### src/rcfe_pkg.sv
// ----------------------------------------------------------------------------
// rcfe_pkg
// Shared widths, constants and payload types of the rope chain follow unit.
// ----------------------------------------------------------------------------
package rcfe_pkg;

	localparam int NUM_POINTS = 32;
	localparam int FADE_STEPS = 50;

	localparam int COORD_W  = 32;
	localparam int DIFF_W   = COORD_W + 1;
	localparam int SQ_W     = 2 * DIFF_W;
	localparam int ROOT_W   = SQ_W / 2;
	localparam int SPC_W    = 31;
	localparam int PROD_W   = DIFF_W + SPC_W;
	localparam int LVL_W    = 17;
	localparam int ITER_W   = $clog2(DIFF_W + 1);

	localparam int IDX_W    = (NUM_POINTS > 1) ? $clog2(NUM_POINTS) : 1;
	localparam int VCNT_W   = $clog2(NUM_POINTS + 1);

	localparam int CFG_IDX_W  = 2;
	localparam int CFG_DATA_W = SPC_W;

	localparam logic [LVL_W-1:0] FULL_LEVEL = LVL_W'(65536);
	localparam logic [LVL_W-1:0] ALPHA_STEP = LVL_W'(65536 / NUM_POINTS);

	// floor(c / FADE_STEPS) as (c * FADE_RECIP) >> FADE_SHIFT, exact for c <= 65536
	localparam int FADE_SHIFT = 22;
	localparam int FADE_RW    = FADE_SHIFT + 1;
	localparam logic [FADE_RW-1:0] FADE_RECIP =
		FADE_RW'(((1 << FADE_SHIFT) + FADE_STEPS - 1) / FADE_STEPS);

	typedef enum logic [CFG_IDX_W-1:0] {
		REG_SPACING    = 2'd0,
		REG_BASE_RED   = 2'd1,
		REG_BASE_GREEN = 2'd2,
		REG_BASE_BLUE  = 2'd3
	} cfg_reg_t;

	typedef struct packed {
		logic signed [COORD_W-1:0] anchor_x;
		logic signed [COORD_W-1:0] anchor_y;
	} in_item_t;

	typedef struct packed {
		logic signed [COORD_W-1:0] vertex_x;
		logic signed [COORD_W-1:0] vertex_y;
		logic [LVL_W-1:0]          red;
		logic [LVL_W-1:0]          green;
		logic [LVL_W-1:0]          blue;
		logic [LVL_W-1:0]          alpha;
		logic                      last_vertex;
	} out_item_t;

endpackage

### src/rcfe_sqrt.sv
// ----------------------------------------------------------------------------
// rcfe_sqrt
// Digit-by-digit floor square root, one 2-bit digit of the radicand per cycle.
// ----------------------------------------------------------------------------
module rcfe_sqrt import rcfe_pkg::*; (
	input  logic              clk,
	input  logic              arst_n,
	input  logic              start,
	input  logic [SQ_W-1:0]   value,
	output logic [ROOT_W-1:0] root,
	output logic              done
);

	logic [SQ_W-1:0]   val_q;
	logic [ROOT_W+2:0] rem_q;
	logic [ROOT_W-1:0] root_q;
	logic [ITER_W-1:0] cnt_q;
	logic              busy_q;
	logic              done_q;
	logic [ROOT_W+2:0] rem_n;
	logic [ROOT_W+2:0] trial;
	logic              fits;

	assign rem_n = {rem_q[ROOT_W:0], val_q[SQ_W-1 -: 2]};
	assign trial = {1'b0, root_q, 2'b01};
	assign fits  = (rem_n >= trial);

	always_ff @(posedge clk or negedge arst_n) begin
		if (!arst_n) begin
			busy_q <= 1'b0;
			done_q <= 1'b0;
			cnt_q  <= '0;
		end else if (start) begin
			busy_q <= 1'b1;
			done_q <= 1'b0;
			cnt_q  <= '0;
		end else if (busy_q) begin
			cnt_q <= cnt_q + 1'b1;
			if (cnt_q == ITER_W'(ROOT_W - 1)) begin
				busy_q <= 1'b0;
				done_q <= 1'b1;
			end
		end else begin
			done_q <= 1'b0;
		end
	end

	always_ff @(posedge clk) begin
		if (start) begin
			val_q  <= value;
			rem_q  <= '0;
			root_q <= '0;
		end else if (busy_q) begin
			val_q  <= {val_q[SQ_W-3:0], 2'b00};
			rem_q  <= fits ? (rem_n - trial) : rem_n;
			root_q <= {root_q[ROOT_W-2:0], fits};
		end
	end

	assign root = root_q;
	assign done = done_q;

endmodule

### config.mk
export PLATFORM = sky130hd
export DESIGN_NAME = rcfe_sqrt
export DESIGN_NICKNAME = d
export VERILOG_FILES = /design/src/rcfe_pkg.sv /design/src/rcfe_sqrt.sv
export SDC_FILE = /design/constraint.sdc
export NUM_CORES = 1
export LEC_CHECK = 0
export ABC_AREA = 1
export BUFFER_PORTS_ARGS = -buffer_cell sky130_fd_sc_hd__buf_4
export CAP_MARGIN = 20
export CORE_AREA = 2 2 148 150
export DETAILED_ROUTE_END_ITERATION = 10
export DIE_AREA = 0 0 150 152
export PLACE_DENSITY_LB_ADDON = 0.08
export SKIP_LAST_GASP = 1
export SLEW_MARGIN = 20
export SYNTH_ARGS = -nofsm -noshare
export SYNTH_HDL_FRONTEND = slang
export SYNTH_SLANG_ARGS = --single-unit
### constraint.sdc
create_clock -name clk -period 8.6 [get_ports clk]
set_input_delay 0.86 -clock clk [delete_from_list [all_inputs] [get_ports clk]]
set_output_delay 0.86 -clock clk [all_outputs]
set_load 0.05 [all_outputs]
==> metrics <==
status complete, no violations; register area share after synthesis 0.420; Placed Cells 1546; net count reported at finish 1391; DP Worst Slack 5140 ps; DRC violations left 0; RSZ-0062 raised after global routing false; pin count of the biggest net entering global routing 71; max_slew headroom 0.347; Critical Path Source Type input pin; number of global-route vias before repair 7322; Initial Util 0.393; # port buffers 102; setup TNS 0 ps; share of layout cells above drive strength 1 0.133; Sw Ratio 0.470; Die H 152 um; core area 21400 um^2; register bit total from synthesis 141; via count 7509; Synth top area share 0.236; Clock Latency Late Sink 430 ps; dominant cells by area after synthesis edfxtp_1 (24%), nand2_1 (23%), dfxtp_1 (16%); CTS clk-pin slew, worst paths 70 ps; DRT iter0 DRCs 391; Logic pwr share 0.532; Syn. warnings 0; fmax 336 MHz; area of the mapped netlist 8400 um^2; CP arrival 3030 ps; die area 22800 um^2; Finish-stage setup viols 0; Setup Fix Bufs, Post-CTS 0; hold crit path type input pin to async pin; root buf cell clkbuf_16; Worst EP required 8660 ps; Worst Max-Slew Pin Slew 977 ps; Post-DRT Antenna Nets 0; antenna diode count 0; final period demand of the worst path 2970 ps; Fin. Hold Viols 0; CTS resizes 0; Clock Path Buffers 2; static leakage 5.13 nW; syn_area_per_cell 7.04 um^2; power density cells 347 nW/um^2; CTS Hold Bufs 0; WL per Instance 14.1 um; internal power 1.83 mW; Area Overhead vs Synth 18.7%; Crit Path Category input pin to flop; global-route wire length before repair 37000 um; CP Max Fanout 70; Synth cell types 38; Finished Core Util 0.467; RePlAce Congestion 0.924; Clk pwr share 0.214; Global Route Usage Sum 0.202; worst setup margin 5630 ps; final period utilization 0.346; syn_nets 1299; Pwr Total 3.46 mW; non-filler instance count after layout 1578; post-synth top area cell edfxtp_1; Net Sw Power 1.63 mW; Post-Route WL 22200 um; Ports 103; Max Cap Viol 0; CTS tree done; grt total ovfl 0; vias per cell 4.76; Pre-antenna DRT Iters 7; Post-Syn Instances 1193; Final Max Tran Viols 0; VDD IR-drop max 0.175 mV; CTS Sinks 141; Rows 54; critical path endpoint category flop; Post-DP HPWL 16500 um; CTS Buf Count 17; sequential power share 0.253; clock skew 10.2 ps; H-tree depth 4; die width 150 um; initial antenna violation count 0
==> critical path, stage by stage <==
cell and delay (ps):
buf_4 100, buf_4 550, nor2_2 40, buf_4 290, inv_4 380, buf_4 710
==> synthesized netlist by cell type <==
library cell  count
or2_1             1
xnor2_1          14
o21bai_1          6
buf_1             4
buf_2             2
a21o_1            1
and3_1            1
nand3_2           9
a21oi_2           2
nand3_4           1
nand2_4           1
dfrtp_1           8
nand4_1          13
a21oi_1          34
o21ai_1           6
nand3_1          77
nand3b_1          2
o21ai_0          15
nor3_1            8
o22ai_1          33
nand2_1         517
clkbuf_1         21
inv_2             6
clkinv_1          1
nor2_2            5
nand4_2           1
ha_1             37
xor2_1            2
a21boi_0          1
nor2_4            3
nor2_1           58
dfxtp_1          67
buf_6             4
buf_4             4
edfxtp_1         66
a31oi_1           1
inv_1           158
nand2_2           3
==> per-layer routing <==
| layer | up-vias | track usage | share of wire |
|---|---|---|---|
| met5 | - | 0 | 0 |
| met1 | 3384 | 0.272 | 0.47 |
| met3 | 29 | 0.0342 | 0.037 |
| li1 | 3962 | - | - |
| met2 | 134 | 0.333 | 0.47 |
| met4 | 0 | 0.0602 | 0.019 |
==> worst paths after layout <==
path	from	end	slack, ps	cells past startpoint
max	start	val_q[24]	5630	6
min	arst_n	cnt_q[5]	230	1
max in group asynchronous	arst_n	cnt_q[2]	8240	1
min reg2reg	rem_q[32]	rem_q[32]	470	2
min in group clk	rem_q[32]	rem_q[32]	470	2
max reg2reg	busy_q	root[2]	5750	5
==> registers in the layout (all words and copies together) (netlist names) <==
| signal | count |
|---|---|
| val_q | 66 |
| done | 1 |
| root | 33 |
| cnt_q | 6 |
| rem_q | 34 |
| busy_q | 1 |
==> metrics by stage <==
| stage | hold slack (ps) | cell area (um^2) |
|---|---|---|
| after detailed placement | 454 | 9390 |
| after floorplan | 430 | 8400 |
| final | 227 | 9970 |
| after global placement | 450 | 9390 |
| after global routing | 226 | 9970 |
| after CTS | 220 | 9970 |
==> power groups by stage <==
stage                     logic [mW]  clock network (mW)  registers [mW]
after floorplan                 1.42                   0           0.887
after global placement          1.84                   0           0.889
after detailed placement        1.85                   0           0.889
after CTS                       1.86               0.756           0.876
after global routing            2.13               0.784           0.889
final                           1.84               0.742           0.876
==> layout make-up <==
type / count / area [um^2]
fill: 2312 / 11400
clock inverter: 14 / 145
sequential: 141 / 3520
tap: 280 / 350
multi-input combinational: 852 / 4080
inverter: 165 / 623
clock buffer: 18 / 439
timing repair buffer: 108 / 811
==> logic make-up (layout without fill, tap and decap cells) <==
| kind of cell | Yosys count | count (layout) | synth area share |
|---|---|---|---|
| xor gates and xnor gates | 16 | 16 | 0.0167 |
| DFF | 141 | 141 | 0.420 |
| buffers and inverters | 200 | 305 | 0.0951 |
| adders and majority gates | 37 | 37 | 0.0551 |
| AOI/OAI and AO/OA | 99 | 99 | 0.0673 |
| and+or+nand+nor | 700 | 700 | 0.346 |
==> placed cells by master (no fill, tap or decap), types with 8 or more instances in the layout <==
master,synthesis,final
clkbuf_16,0,17
ha_1,37,37
o22ai_1,33,33
buf_4,4,108
xnor2_1,14,14
edfxtp_1,66,66
nand2_1,517,517
dfxtp_1,67,67
nor2_1,58,57
o21ai_0,15,15
a21oi_1,34,34
nand3_1,77,77
nor3_1,8,8
dfrtp_1,8,8
nand4_1,13,13
nand3_2,9,9
inv_1,158,157
No activity file was read; power rests on OpenSTA's default activity.
