<file path="config.mk">
export PLATFORM = sky130hd
export DESIGN_NAME = rcfe_mul
export DESIGN_NICKNAME = d
export VERILOG_FILES = /design/src/rcfe_pkg.sv /design/src/rcfe_mul.sv
export SDC_FILE = /design/constraint.sdc
export NUM_CORES = 1
export LEC_CHECK = 0
export BUFFER_PORTS_ARGS = -buffer_cell sky130_fd_sc_hd__buf_2
export CORE_ASPECT_RATIO = 0.7
export CORE_MARGIN = 10
export CORE_UTILIZATION = 41
export DETAILED_ROUTE_END_ITERATION = 8
export GPL_TIMING_DRIVEN = 0
export PLACE_DENSITY = 0.69
export SLEW_MARGIN = 25
export SYNTH_ARGS = -nofsm -noshare
export SYNTH_HDL_FRONTEND = slang
export SYNTH_SLANG_ARGS = --single-unit
</file>
<file path="constraint.sdc">
create_clock -name clk -period 3.05 [get_ports clk]
set_input_delay 0.61 -clock clk [delete_from_list [all_inputs] [get_ports clk]]
set_output_delay 0.61 -clock clk [all_outputs]
set_load 0.02 [all_outputs]
</file>
<file path="src/rcfe_pkg.sv">
// ----------------------------------------------------------------------------
// rcfe_pkg
// Shared widths, constants and payload types of the rope chain follow unit.
// ----------------------------------------------------------------------------
package rcfe_pkg;

	localparam int NUM_POINTS = 32;
	localparam int FADE_STEPS = 50;

	localparam int COORD_W  = 32;
	localparam int DIFF_W   = COORD_W + 1;
	localparam int SQ_W     = 2 * DIFF_W;
	localparam int ROOT_W   = SQ_W / 2;
	localparam int SPC_W    = 31;
	localparam int PROD_W   = DIFF_W + SPC_W;
	localparam int LVL_W    = 17;
	localparam int ITER_W   = $clog2(DIFF_W + 1);

	localparam int IDX_W    = (NUM_POINTS > 1) ? $clog2(NUM_POINTS) : 1;
	localparam int VCNT_W   = $clog2(NUM_POINTS + 1);

	localparam int CFG_IDX_W  = 2;
	localparam int CFG_DATA_W = SPC_W;

	localparam logic [LVL_W-1:0] FULL_LEVEL = LVL_W'(65536);
	localparam logic [LVL_W-1:0] ALPHA_STEP = LVL_W'(65536 / NUM_POINTS);

	// floor(c / FADE_STEPS) as (c * FADE_RECIP) >> FADE_SHIFT, exact for c <= 65536
	localparam int FADE_SHIFT = 22;
	localparam int FADE_RW    = FADE_SHIFT + 1;
	localparam logic [FADE_RW-1:0] FADE_RECIP =
		FADE_RW'(((1 << FADE_SHIFT) + FADE_STEPS - 1) / FADE_STEPS);

	typedef enum logic [CFG_IDX_W-1:0] {
		REG_SPACING    = 2'd0,
		REG_BASE_RED   = 2'd1,
		REG_BASE_GREEN = 2'd2,
		REG_BASE_BLUE  = 2'd3
	} cfg_reg_t;

	typedef struct packed {
		logic signed [COORD_W-1:0] anchor_x;
		logic signed [COORD_W-1:0] anchor_y;
	} in_item_t;

	typedef struct packed {
		logic signed [COORD_W-1:0] vertex_x;
		logic signed [COORD_W-1:0] vertex_y;
		logic [LVL_W-1:0]          red;
		logic [LVL_W-1:0]          green;
		logic [LVL_W-1:0]          blue;
		logic [LVL_W-1:0]          alpha;
		logic                      last_vertex;
	} out_item_t;

endpackage

</file>
<file path="src/rcfe_mul.sv">
// ----------------------------------------------------------------------------
// rcfe_mul
// Bit-serial shift-and-add multiplier, one multiplier bit per cycle.
// ----------------------------------------------------------------------------
module rcfe_mul import rcfe_pkg::*; (
	input  logic              clk,
	input  logic              arst_n,
	input  logic              start,
	input  logic [DIFF_W-1:0] a,
	input  logic [DIFF_W-1:0] b,
	output logic [SQ_W-1:0]   prod,
	output logic              done
);

	logic [SQ_W-1:0]   acc_q;
	logic [SQ_W-1:0]   mc_q;
	logic [DIFF_W-1:0] mp_q;
	logic [ITER_W-1:0] cnt_q;
	logic              busy_q;
	logic              done_q;

	always_ff @(posedge clk or negedge arst_n) begin
		if (!arst_n) begin
			busy_q <= 1'b0;
			done_q <= 1'b0;
			cnt_q  <= '0;
		end else if (start) begin
			busy_q <= 1'b1;
			done_q <= 1'b0;
			cnt_q  <= '0;
		end else if (busy_q) begin
			cnt_q <= cnt_q + 1'b1;
			if (cnt_q == ITER_W'(DIFF_W - 1)) begin
				busy_q <= 1'b0;
				done_q <= 1'b1;
			end
		end else begin
			done_q <= 1'b0;
		end
	end

	always_ff @(posedge clk) begin
		if (start) begin
			acc_q <= '0;
			mc_q  <= SQ_W'(a);
			mp_q  <= b;
		end else if (busy_q) begin
			if (mp_q[0]) begin
				acc_q <= acc_q + mc_q;
			end
			mc_q <= {mc_q[SQ_W-2:0], 1'b0};
			mp_q <= {1'b0, mp_q[DIFF_W-1:1]};
		end
	end

	assign prod = acc_q;
	assign done = done_q;

endmodule

</file>
==> impl_metrics.py <==
metrics = {
    "global_route": {
        "gr-usage-met3_pct": 6.25,
        "grt-busiest-layer": "met1",
        "met2_usage_pct": 26.9,
        "globalRouteOverflowTotal": 0,
        "antenna_found_initial": 1,
        "grt_pass1_vias": 8878,
        "grt_pass1_wl_um": 49500,
        "grt.met1_usage_pct": 27.3,
        "grt.total_usage_pct": 19.2,
        "grt_max_degree": 35,
    },
    "floorplanning": {
        "ios": 136,
        "die_area_sq_um": 31900,
        "die_w_um": 209,
        "start_util_pct": 41.7,
        "row_count": 48,
        "core-area_sq_um": 24600,
        "die_y_um": 152,
    },
    "sta": {
        "finalClockSkew_ns": 0.0138,
        "slew_headroom_pct": 31.4,
        "rsz0062_at_grt": "true",
        "finalCritPeriodShare_pct": 107,
        "final-max-slew-violation-count": 0,
        "worst_slew_pin_slew_ns": 1.03,
        "final_hold_viol_count": 0,
        "max_freq_mhz": 306,
        "min_period_ns": 3.26,
        "setup_violations": 14,
        "hold_slack_ns": 0.456,
        "setup_slack_ns": -0.215,
    },
    "critical_path": {
        "reg2reg_depth": 10,
        "cpMostUsedCell": "or3_4",
        "crit_type": "reg -> reg",
        "rr_endpoint": "prod[63]$_SDFFE_PP0P_",
        "start_kind": "register",
        "crit_start": "mc_q[18]$_DFFE_PP_",
        "worstReg2RegStart": "mc_q[18]$_DFFE_PP_",
        "worstPathMaxFanout": 6,
        "cp_data_arrival_time_ns": 3.58,
        "cpPeakStageDelay_ns": 0.43,
        "r2r_slack_ns": -0.21,
        "end_kind": "register",
        "crit_required_ns": 3.37,
        "cp_cell_sequence": "ha_4 > nand4_1 > or3_4 > or3_4 > o211a_1 > o41a_1 > o21ai_2 > o31ai_4 > o2111ai_1 > o311ai_2",
        "critical_path_buf_inv_count": 0,
        "path_delay_family": "compound AO/OA/AOI/OAI gates",
        "cpMaxStageDelayCell": "edfxtp_1",
    },
    "layout": {
        "final_nets": 1431,
        "final_area_sq_um": 12800,
        "area_growth_pct": 24.4,
        "drive_gt1_share_pct": 26.2,
        "final-instance-count-excl-fill": 1632,
        "final_cell_mix": "nand2_1 (143), buf_2 (134), a21oi_1 (106), dfxtp_1 (97), nor2_1 (92)",
        "mostFrequentLayoutCell": "nand2_1",
        "n_antenna_cell": 0,
    },
    "yosys": {
        "synth_edf_count": 66,
        "synth_async_sr_flop_share_pct": 4.62,
        "ys.flop_type": "dfxtp_1",
        "synth-seq-cells": 173,
        "synthCells": 1117,
        "seq_area_frac_synth_pct": 40.5,
        "yosys_warnings": 0,
        "synth_cell_type_count": 58,
        "avgSynthCellArea_sq_um": 9.20,
        "synth_area_sq_um": 10300,
        "synth_fp_nets": 1254,
    },
    "clock_tree": {
        "cts_tree": "yes",
        "cts_sinks": 173,
        "cts-root-buf": "clkbuf_16",
        "insertion_delay_ns": 0.45,
        "cts_inserted_buffers": 17,
        "htree_num_levels": 4,
        "clk_pin_slew_ns": 0.07,
        "cts.path.max_buffers": 2,
    },
    "outcome": {
        "violations": "setup timing",
        "outcome": "finished with violations",
    },
    "placed_design": {
        "dp_hpwl_um": 23300,
        "place_inst": 1577,
        "dpl-instance-area_sq_um": 11400,
        "gp_congestion": 0.913,
        "io_buffer_count": 134,
        "pre_cts_slack_ns": -0.738,
    },
    "power": {
        "leakagePower_uw": 0.00561,
        "power.density_nw_per_um2": 578,
        "finalPower_uw": 7380,
        "irDropWorstVdd_uv": 412,
    },
    "hold_path": {
        "hold_end": "mc_q[16]$_DFFE_PP_",
        "hold_class": "in -> reg",
        "min_path_cells": 2,
        "worstHoldStart": "a[16]",
    },
    "route": {
        "via_count": 9048,
        "wl_per_cell_um": 19.2,
        "firstDrtPassIters": 5,
        "avgViaCountPerCell": 5.54,
        "wirelength_um": 31300,
        "ant_nets": 0,
        "drcViolationCount": 0,
        "drt-initial-drc-count": 675,
    },
    "job": {
        "maxCapViolCount": 0,
    },
}
[layer usage]
layer / part of all wire (%) / vias up
met3: 9.3 / 36
met2: 41 / 302
met1: 48 / 4271
li1: - / 4439
met5: 0 / -
met4: 1.5 / 0
[cell usage after synthesis (all sizes together), types with 3 or more instances]
master / n / area share (%)
o31ai: 6 / 0.44
nor3: 10 / 0.49
buf: 7 / 0.27
inv: 18 / 0.66
ha: 67 / 8.2
o2111ai: 4 / 0.34
nand3: 23 / 1.1
xnor2: 28 / 2.4
or2: 5 / 0.30
dfrtp: 8 / 1.9
a41oi: 3 / 0.26
edfxtp: 66 / 19
and3: 10 / 0.61
xor2: 23 / 2.0
a21oi: 125 / 6.1
nand2: 143 / 5.2
o21a: 12 / 0.88
a31o: 3 / 0.26
nor2b: 5 / 0.30
mux2i: 36 / 3.5
nand4: 11 / 0.67
a21o: 35 / 2.6
o21bai: 5 / 0.37
a211o: 5 / 0.43
nor2: 92 / 3.4
dfxtp: 99 / 19
nand3b: 6 / 0.44
a31oi: 12 / 0.73
and4: 3 / 0.26
nand2b: 11 / 0.67
o21ai: 60 / 2.9
or3: 10 / 0.61
and2: 13 / 0.79
o211ai: 7 / 0.51
mux2: 64 / 7.0
nor3b: 4 / 0.29
a211oi: 10 / 0.73
o31a: 3 / 0.26
clkbuf: 43 / 1.6
[logic make-up after synthesis]
group,count (synthesis),synth area share (%)
DFF,173,40.5
and+or+nand+nor,348,15.3
adders and majority gates,68,8.36
AOI/OAI and AO/OA,309,18.5
muxes,100,10.5
xor gates and xnor gates,51,4.35
buffers and inverters,68,2.50
[layout make-up]
class                      instances  area (sq um)
clock inverter                     6           105
multi-input combinational        876          6410
timing repair buffer             165           930
clock buffer                      26           522
buffer                            43           173
fill                            2328         11800
inverter                          18          67.6
tap                              325           407
sequential                       173          4170
[worst max path at each step]
stage | cells past startpoint | slack, ns | to
global placement | 4 | -1.03 | mc_q[0]$_SDFFCE_PN0P_
global route | 12 | -0.34 | prod[65]$_SDFFE_PP0P_
detailed placement | 11 | -0.74 | prod[65]$_SDFFE_PP0P_
finish | 10 | -0.21 | prod[63]$_SDFFE_PP0P_
floorplan | 11 | 0.002 | prod[65]$_SDFFE_PP0P_
CTS | 10 | -0.24 | prod[63]$_SDFFE_PP0P_
[registers in the layout, indices dropped and copies added, names as in the netlist]
register	flops
mc_q	66
prod	66
mp_q	33
cnt_q	6
busy_q	1
done	1
[through the flow]
step           util, %  setup TNS, ns
2_1_floorplan        -              0
3_3_place_gp      46.2         -75.35
3_5_place_dp      46.3         -31.24
4_1_cts           50.6          -1.15
5_1_grt           51.9          -3.47
6_report          51.9          -1.29
[power breakdown]
group          switching, uW  leakage [uW]  internal, uW  total (uW)
Combinational           1300       0.00369           933        2230
Sequential               175       0.00161          2620        2800
Clock                    923      0.000312          1430        2350
Total                   2400       0.00561          4980        7380
[timing repair]
action	4_1_cts	5_1_grt
hold buffers	1	0
hold endpoints to repair	8	0
pin swaps	28	34
endpoints found under the setup margin	27	67
cloned	0	0
resized for setup	50	51
setup buffers	18	12
Power figures use the tool's default switching activity.
