===== src/rcfe_pkg.sv =====
// ----------------------------------------------------------------------------
// rcfe_pkg
// Shared widths, constants and payload types of the rope chain follow unit.
// ----------------------------------------------------------------------------
package rcfe_pkg;

	localparam int NUM_POINTS = 32;
	localparam int FADE_STEPS = 50;

	localparam int COORD_W  = 32;
	localparam int DIFF_W   = COORD_W + 1;
	localparam int SQ_W     = 2 * DIFF_W;
	localparam int ROOT_W   = SQ_W / 2;
	localparam int SPC_W    = 31;
	localparam int PROD_W   = DIFF_W + SPC_W;
	localparam int LVL_W    = 17;
	localparam int ITER_W   = $clog2(DIFF_W + 1);

	localparam int IDX_W    = (NUM_POINTS > 1) ? $clog2(NUM_POINTS) : 1;
	localparam int VCNT_W   = $clog2(NUM_POINTS + 1);

	localparam int CFG_IDX_W  = 2;
	localparam int CFG_DATA_W = SPC_W;

	localparam logic [LVL_W-1:0] FULL_LEVEL = LVL_W'(65536);
	localparam logic [LVL_W-1:0] ALPHA_STEP = LVL_W'(65536 / NUM_POINTS);

	// floor(c / FADE_STEPS) as (c * FADE_RECIP) >> FADE_SHIFT, exact for c <= 65536
	localparam int FADE_SHIFT = 22;
	localparam int FADE_RW    = FADE_SHIFT + 1;
	localparam logic [FADE_RW-1:0] FADE_RECIP =
		FADE_RW'(((1 << FADE_SHIFT) + FADE_STEPS - 1) / FADE_STEPS);

	typedef enum logic [CFG_IDX_W-1:0] {
		REG_SPACING    = 2'd0,
		REG_BASE_RED   = 2'd1,
		REG_BASE_GREEN = 2'd2,
		REG_BASE_BLUE  = 2'd3
	} cfg_reg_t;

	typedef struct packed {
		logic signed [COORD_W-1:0] anchor_x;
		logic signed [COORD_W-1:0] anchor_y;
	} in_item_t;

	typedef struct packed {
		logic signed [COORD_W-1:0] vertex_x;
		logic signed [COORD_W-1:0] vertex_y;
		logic [LVL_W-1:0]          red;
		logic [LVL_W-1:0]          green;
		logic [LVL_W-1:0]          blue;
		logic [LVL_W-1:0]          alpha;
		logic                      last_vertex;
	} out_item_t;

endpackage


===== src/rcfe_div.sv =====
// ----------------------------------------------------------------------------
// rcfe_div
// Restoring divider, one quotient bit per cycle. The quotient is known to
// fit in DIFF_W bits, so only the low dividend bits are shifted through.
// ----------------------------------------------------------------------------
module rcfe_div import rcfe_pkg::*; (
	input  logic              clk,
	input  logic              arst_n,
	input  logic              start,
	input  logic [PROD_W-1:0] dividend,
	input  logic [ROOT_W-1:0] divisor,
	output logic [DIFF_W-1:0] quotient,
	output logic              done
);

	logic [ROOT_W-1:0] rem_q;
	logic [DIFF_W-1:0] dq_q;
	logic [ROOT_W-1:0] dvs_q;
	logic [ITER_W-1:0] cnt_q;
	logic              busy_q;
	logic              done_q;
	logic [ROOT_W:0]   trial;
	logic [ROOT_W:0]   diff;
	logic              fits;

	assign trial = {rem_q, dq_q[DIFF_W-1]};
	assign fits  = (trial >= {1'b0, dvs_q});
	assign diff  = trial - {1'b0, dvs_q};

	always_ff @(posedge clk or negedge arst_n) begin
		if (!arst_n) begin
			busy_q <= 1'b0;
			done_q <= 1'b0;
			cnt_q  <= '0;
		end else if (start) begin
			busy_q <= 1'b1;
			done_q <= 1'b0;
			cnt_q  <= '0;
		end else if (busy_q) begin
			cnt_q <= cnt_q + 1'b1;
			if (cnt_q == ITER_W'(DIFF_W - 1)) begin
				busy_q <= 1'b0;
				done_q <= 1'b1;
			end
		end else begin
			done_q <= 1'b0;
		end
	end

	// quotient bits shift in where the dividend bits leave
	always_ff @(posedge clk) begin
		if (start) begin
			rem_q <= ROOT_W'(dividend[PROD_W-1:DIFF_W]);
			dq_q  <= dividend[DIFF_W-1:0];
			dvs_q <= divisor;
		end else if (busy_q) begin
			rem_q <= fits ? diff[ROOT_W-1:0] : trial[ROOT_W-1:0];
			dq_q  <= {dq_q[DIFF_W-2:0], fits};
		end
	end

	assign quotient = dq_q;
	assign done     = done_q;

endmodule


===== config.mk =====
export PLATFORM = sky130hd
export DESIGN_NAME = rcfe_div
export DESIGN_NICKNAME = d
export VERILOG_FILES = /design/src/rcfe_pkg.sv /design/src/rcfe_div.sv
export SDC_FILE = /design/constraint.sdc
export NUM_CORES = 1
export LEC_CHECK = 0
export BUFFER_PORTS_ARGS = -buffer_cell sky130_fd_sc_hd__buf_2
export CORE_ASPECT_RATIO = 1.1
export CORE_MARGIN = 4
export CORE_UTILIZATION = 23
export CTS_CLUSTER_DIAMETER = 120
export DETAILED_ROUTE_END_ITERATION = 8
export PLACE_DENSITY = 0.43
export SYNTH_ARGS = -nofsm -noshare
export SYNTH_HDL_FRONTEND = slang
export SYNTH_SLANG_ARGS = --single-unit

===== constraint.sdc =====
create_clock -name clk -period 2.9 [get_ports clk]
set_clock_uncertainty 0.2 [all_clocks]
set_input_delay 0.29 -clock clk [delete_from_list [all_inputs] [get_ports clk]]
set_output_delay 0.29 -clock clk [all_outputs]
set_load 0.005 [all_outputs]

==> impl_metrics.env <==
export IMPL_critPathKind="reg -> reg"
export IMPL_ys_types=73
export IMPL_groute_usage_overall_pct=12.54
export IMPL_synthTopCellsByArea="edfxtp_1 (44%), ha_1 (6.5%), mux2_2 (6.2%)"
export IMPL_period_needed_ns=3.152
export IMPL_rrSetupSlack_ns=-0.25
export IMPL_power_density_nw_per_um2=988.7
export IMPL_p_sw_uw=3797
export IMPL_synth_common_cells="edfxtp_1 (97), inv_1 (55), a21oi_1 (54), mux2_2 (37), nor2_1 (37)"
export IMPL_cap_violations=0
export IMPL_violations="negative setup slack"
export IMPL_htreeDepth=3
export IMPL_required_ns=2.82
export IMPL_clkPwrFrac_pct=13.8
export IMPL_cp_end_kind="flop"
export IMPL_fp_coreArea_um2=28710
export IMPL_die_area_um2=31880
export IMPL_via_per_inst=4.491
export IMPL_antenna_cells=0
export IMPL_dpl_cell_area_um2=8496
export IMPL_grt_pass1_wl_mm=31.93
export IMPL_p_comb_share_pct=61.9
export IMPL_hold_class="in -> reg"
export IMPL_syn_area_um2=6689
export IMPL_io_pins=134
export IMPL_path_cells="inv_1 > ha_2 > inv_2 > fa_2 > a21o_1 > a221o_1 > buf_6 > a211oi_2 > buf_4 > o21bai_1 > a21oi_1 > xor2_1 > o21ai_1 > o21a_1"
export IMPL_hold_viol_final=0
export IMPL_synthXorXnorAreaFrac_pct=2.881
export IMPL_timing_final_crit_share_pct=108.7
export IMPL_die_y_um=186.9
export IMPL_syn_area_per_cell_um2=10.75
export IMPL_routedWlPerCell_um=15.40
export IMPL_gp_congestion=0.7886
export IMPL_post_route_util_pct=33.93
export IMPL_slew_limit_headroom_pct=62.48
export IMPL_start_util_pct=23.30
export IMPL_grt_max_degree=65
export IMPL_synth_compound_area_share_pct=20.20
export IMPL_ant_nets=0
export IMPL_power_internal_uw=5835
export IMPL_detailroute_via_count=5748
export IMPL_synth_ff_type="edfxtp_1"
export IMPL_antenna_found_initial=2
export IMPL_seqCellArea_um2=3153
export IMPL_slowest_stage="a221o_1"
export IMPL_rsz0062_at_grt="yes"
export IMPL_syn_nets=758
export IMPL_yosysTopAreaCell="edfxtp_1"
export IMPL_postSynthCellCount=622
export IMPL_fin_nets=1043
export IMPL_peakVddDrop_mv=0.4187
export IMPL_die_w_um=170.6
export IMPL_async_flop_share_pct=7.477
export IMPL_drcViolationCount=0
export IMPL_cp_start_kind="flop"
export IMPL_status="complete, but fails checks"
export IMPL_yosys_warnings=0
export IMPL_nFillCells=2971
export IMPL_p_total_uw=9632
export IMPL_synth_top_family_by_area="compound AO/OA/AOI/OAI gates"
export IMPL_drive_above_1_share_pct=39.80
export IMPL_fin_area_um2=9742
export IMPL_worst_pin_slew_ns=0.5628
export IMPL_cts_root_buf="clkbuf_16"
export IMPL_drt_initial_drc_count=232
export IMPL_multi_input_area_um2=3400
export IMPL_cts_buffer_depth=2
export IMPL_clkTransAtPathRegs_ns=0.09
export IMPL_synth_most_common_cell="edfxtp_1"
export IMPL_fmax_mhz=317.3
export IMPL_wirelength_mm=19.72
export IMPL_synth_adder_area_share_pct=6.846
export IMPL_dr_pass1_iters=4
export IMPL_area_delta_synth_final_pct=45.64
export IMPL_drv_slew=0
export IMPL_synth_edf_count=97
export IMPL_synth_seq_cells=107
export IMPL_hpwlAfterDp_mm=14.54
export IMPL_setup_slack_ns=-0.2515
export IMPL_setup_viol_count_final=34
export IMPL_port_buffers=133
export IMPL_power_leakage_uw=0.004150
export IMPL_arrival_ns=3.07
export IMPL_yosys_mux_area_fraction_pct=6.977
export IMPL_overflow=0
export IMPL_synth_top_area_share_pct=43.55
export IMPL_sequentialPowerShare_pct=24.3
export IMPL_cp_slowest_stage_delay_ns=0.40
export IMPL_tritoncts="yes"
export IMPL_switching_share_pct=39.42
export IMPL_core_rowCount=65
export IMPL_cts_buffers=9
export IMPL_synth_seq_area_share_pct=47.14
export IMPL_synth_simple_area_share_pct=10.62
export IMPL_clock_sinks=107
export IMPL_grt_pass1_vias=6124
export IMPL_clk_latency_ns=0.37
export IMPL_worstPathMaxFanout=3
[layer usage]
layer	vias to the layer above	wire [um]	track usage, %
li1	2893	-	-
met1	2712	8857	16.11
met2	123	9581	21.17
met3	16	1033	3.128
met4	4	217	3.011
met5	-	27	0
[worst max-delay path: cells and delay by family, from the launching register on]
kind                       cells  cell delay [ns]
AOI/OAI and AO/OA              7             1.24
adders and majority gates      2             0.50
buffers and inverters          4             0.41
DFF                            1             0.39
xor gates and xnor gates       1             0.15
[logic make-up after synthesis]
logic type               Yosys count
AND/OR/NAND/NOR                  142
buffers and inverters             85
XOR/XNOR                          22
adder cells (fa/ha/maj)           36
flip-flops                       107
multiplexers                      42
AO/OA/AOI/OAI                    188
[power by group through the flow]
| stage | Combinational [uW] | Clock [uW] | Sequential [uW] |
|---|---|---|---|
| 6_report | 5960 | 1330 | 2340 |
| 2_1_floorplan | 3170 | 0 | 2290 |
| 5_1_grt | 6580 | 1440 | 2380 |
| 3_5_place_dp | 5090 | 0 | 2340 |
| 3_3_place_gp | 5070 | 0 | 2360 |
| 4_1_cts | 5910 | 1400 | 2330 |
[cells in the final DEF, fill, tap and decap left out, types with 19 or more instances in the layout]
master	instances
o21a_1	19
inv_1	54
edfxtp_1	97
ha_1	31
nor2_1	31
dlygate4sd3_1	52
buf_4	103
a21oi_1	47
nand2_1	35
buf_2	132
mux2_2	33
[registers in the layout, indices dropped and copies added, names as in the netlist]
signal,flops
dvs_q,33
quotient,33
rem_q,33
cnt_q,6
busy_q,1
done,1
[stage by stage]
stage	hold WS (ns)	setup WS [ns]	std cells	TNS, ns
final	0.009297	-0.2515	1280	-6.226
after global placement	-0.04874	-0.3055	1197	-6.197
after CTS	0.0005470	-0.3018	1275	-7.830
after detailed placement	-0.04829	-0.3369	1197	-7.718
after global routing	0.002163	-0.4071	1280	-11.56
after floorplan	-0.2056	-0.1898	622	-3.056
[final timing paths]
check / startpoint / to / cells past startpoint
setup / recovery: quotient[32] / rem_q[12] / 14
hold / removal: dividend[53] / rem_q[20] / 2
setup reg to reg: quotient[32] / rem_q[12] / 14
hold reg to reg: done / done / 2
max in group asynchronous: arst_n / cnt_q[0] / 2
min in group asynchronous: arst_n / cnt_q[1] / 2
[final cells by class]
cell class	count	area share [%]
clock buffers	9	2.312
clock inverters	7	0.9761
inverters	56	2.158
multi-input cells	430	34.90
flip-flops and latches	107	32.37
well taps	368	4.726
repair buffers	303	22.57
[timing repair]
action,4_1_cts,5_1_grt
cloned,3,0
setup buffers,7,7
pin swaps,17,10
setup endpoints to repair,34,34
endpoints found under the hold margin,59,0
hold buffers,52,0
resized for setup,33,24
Power figures use the tool's default switching activity.
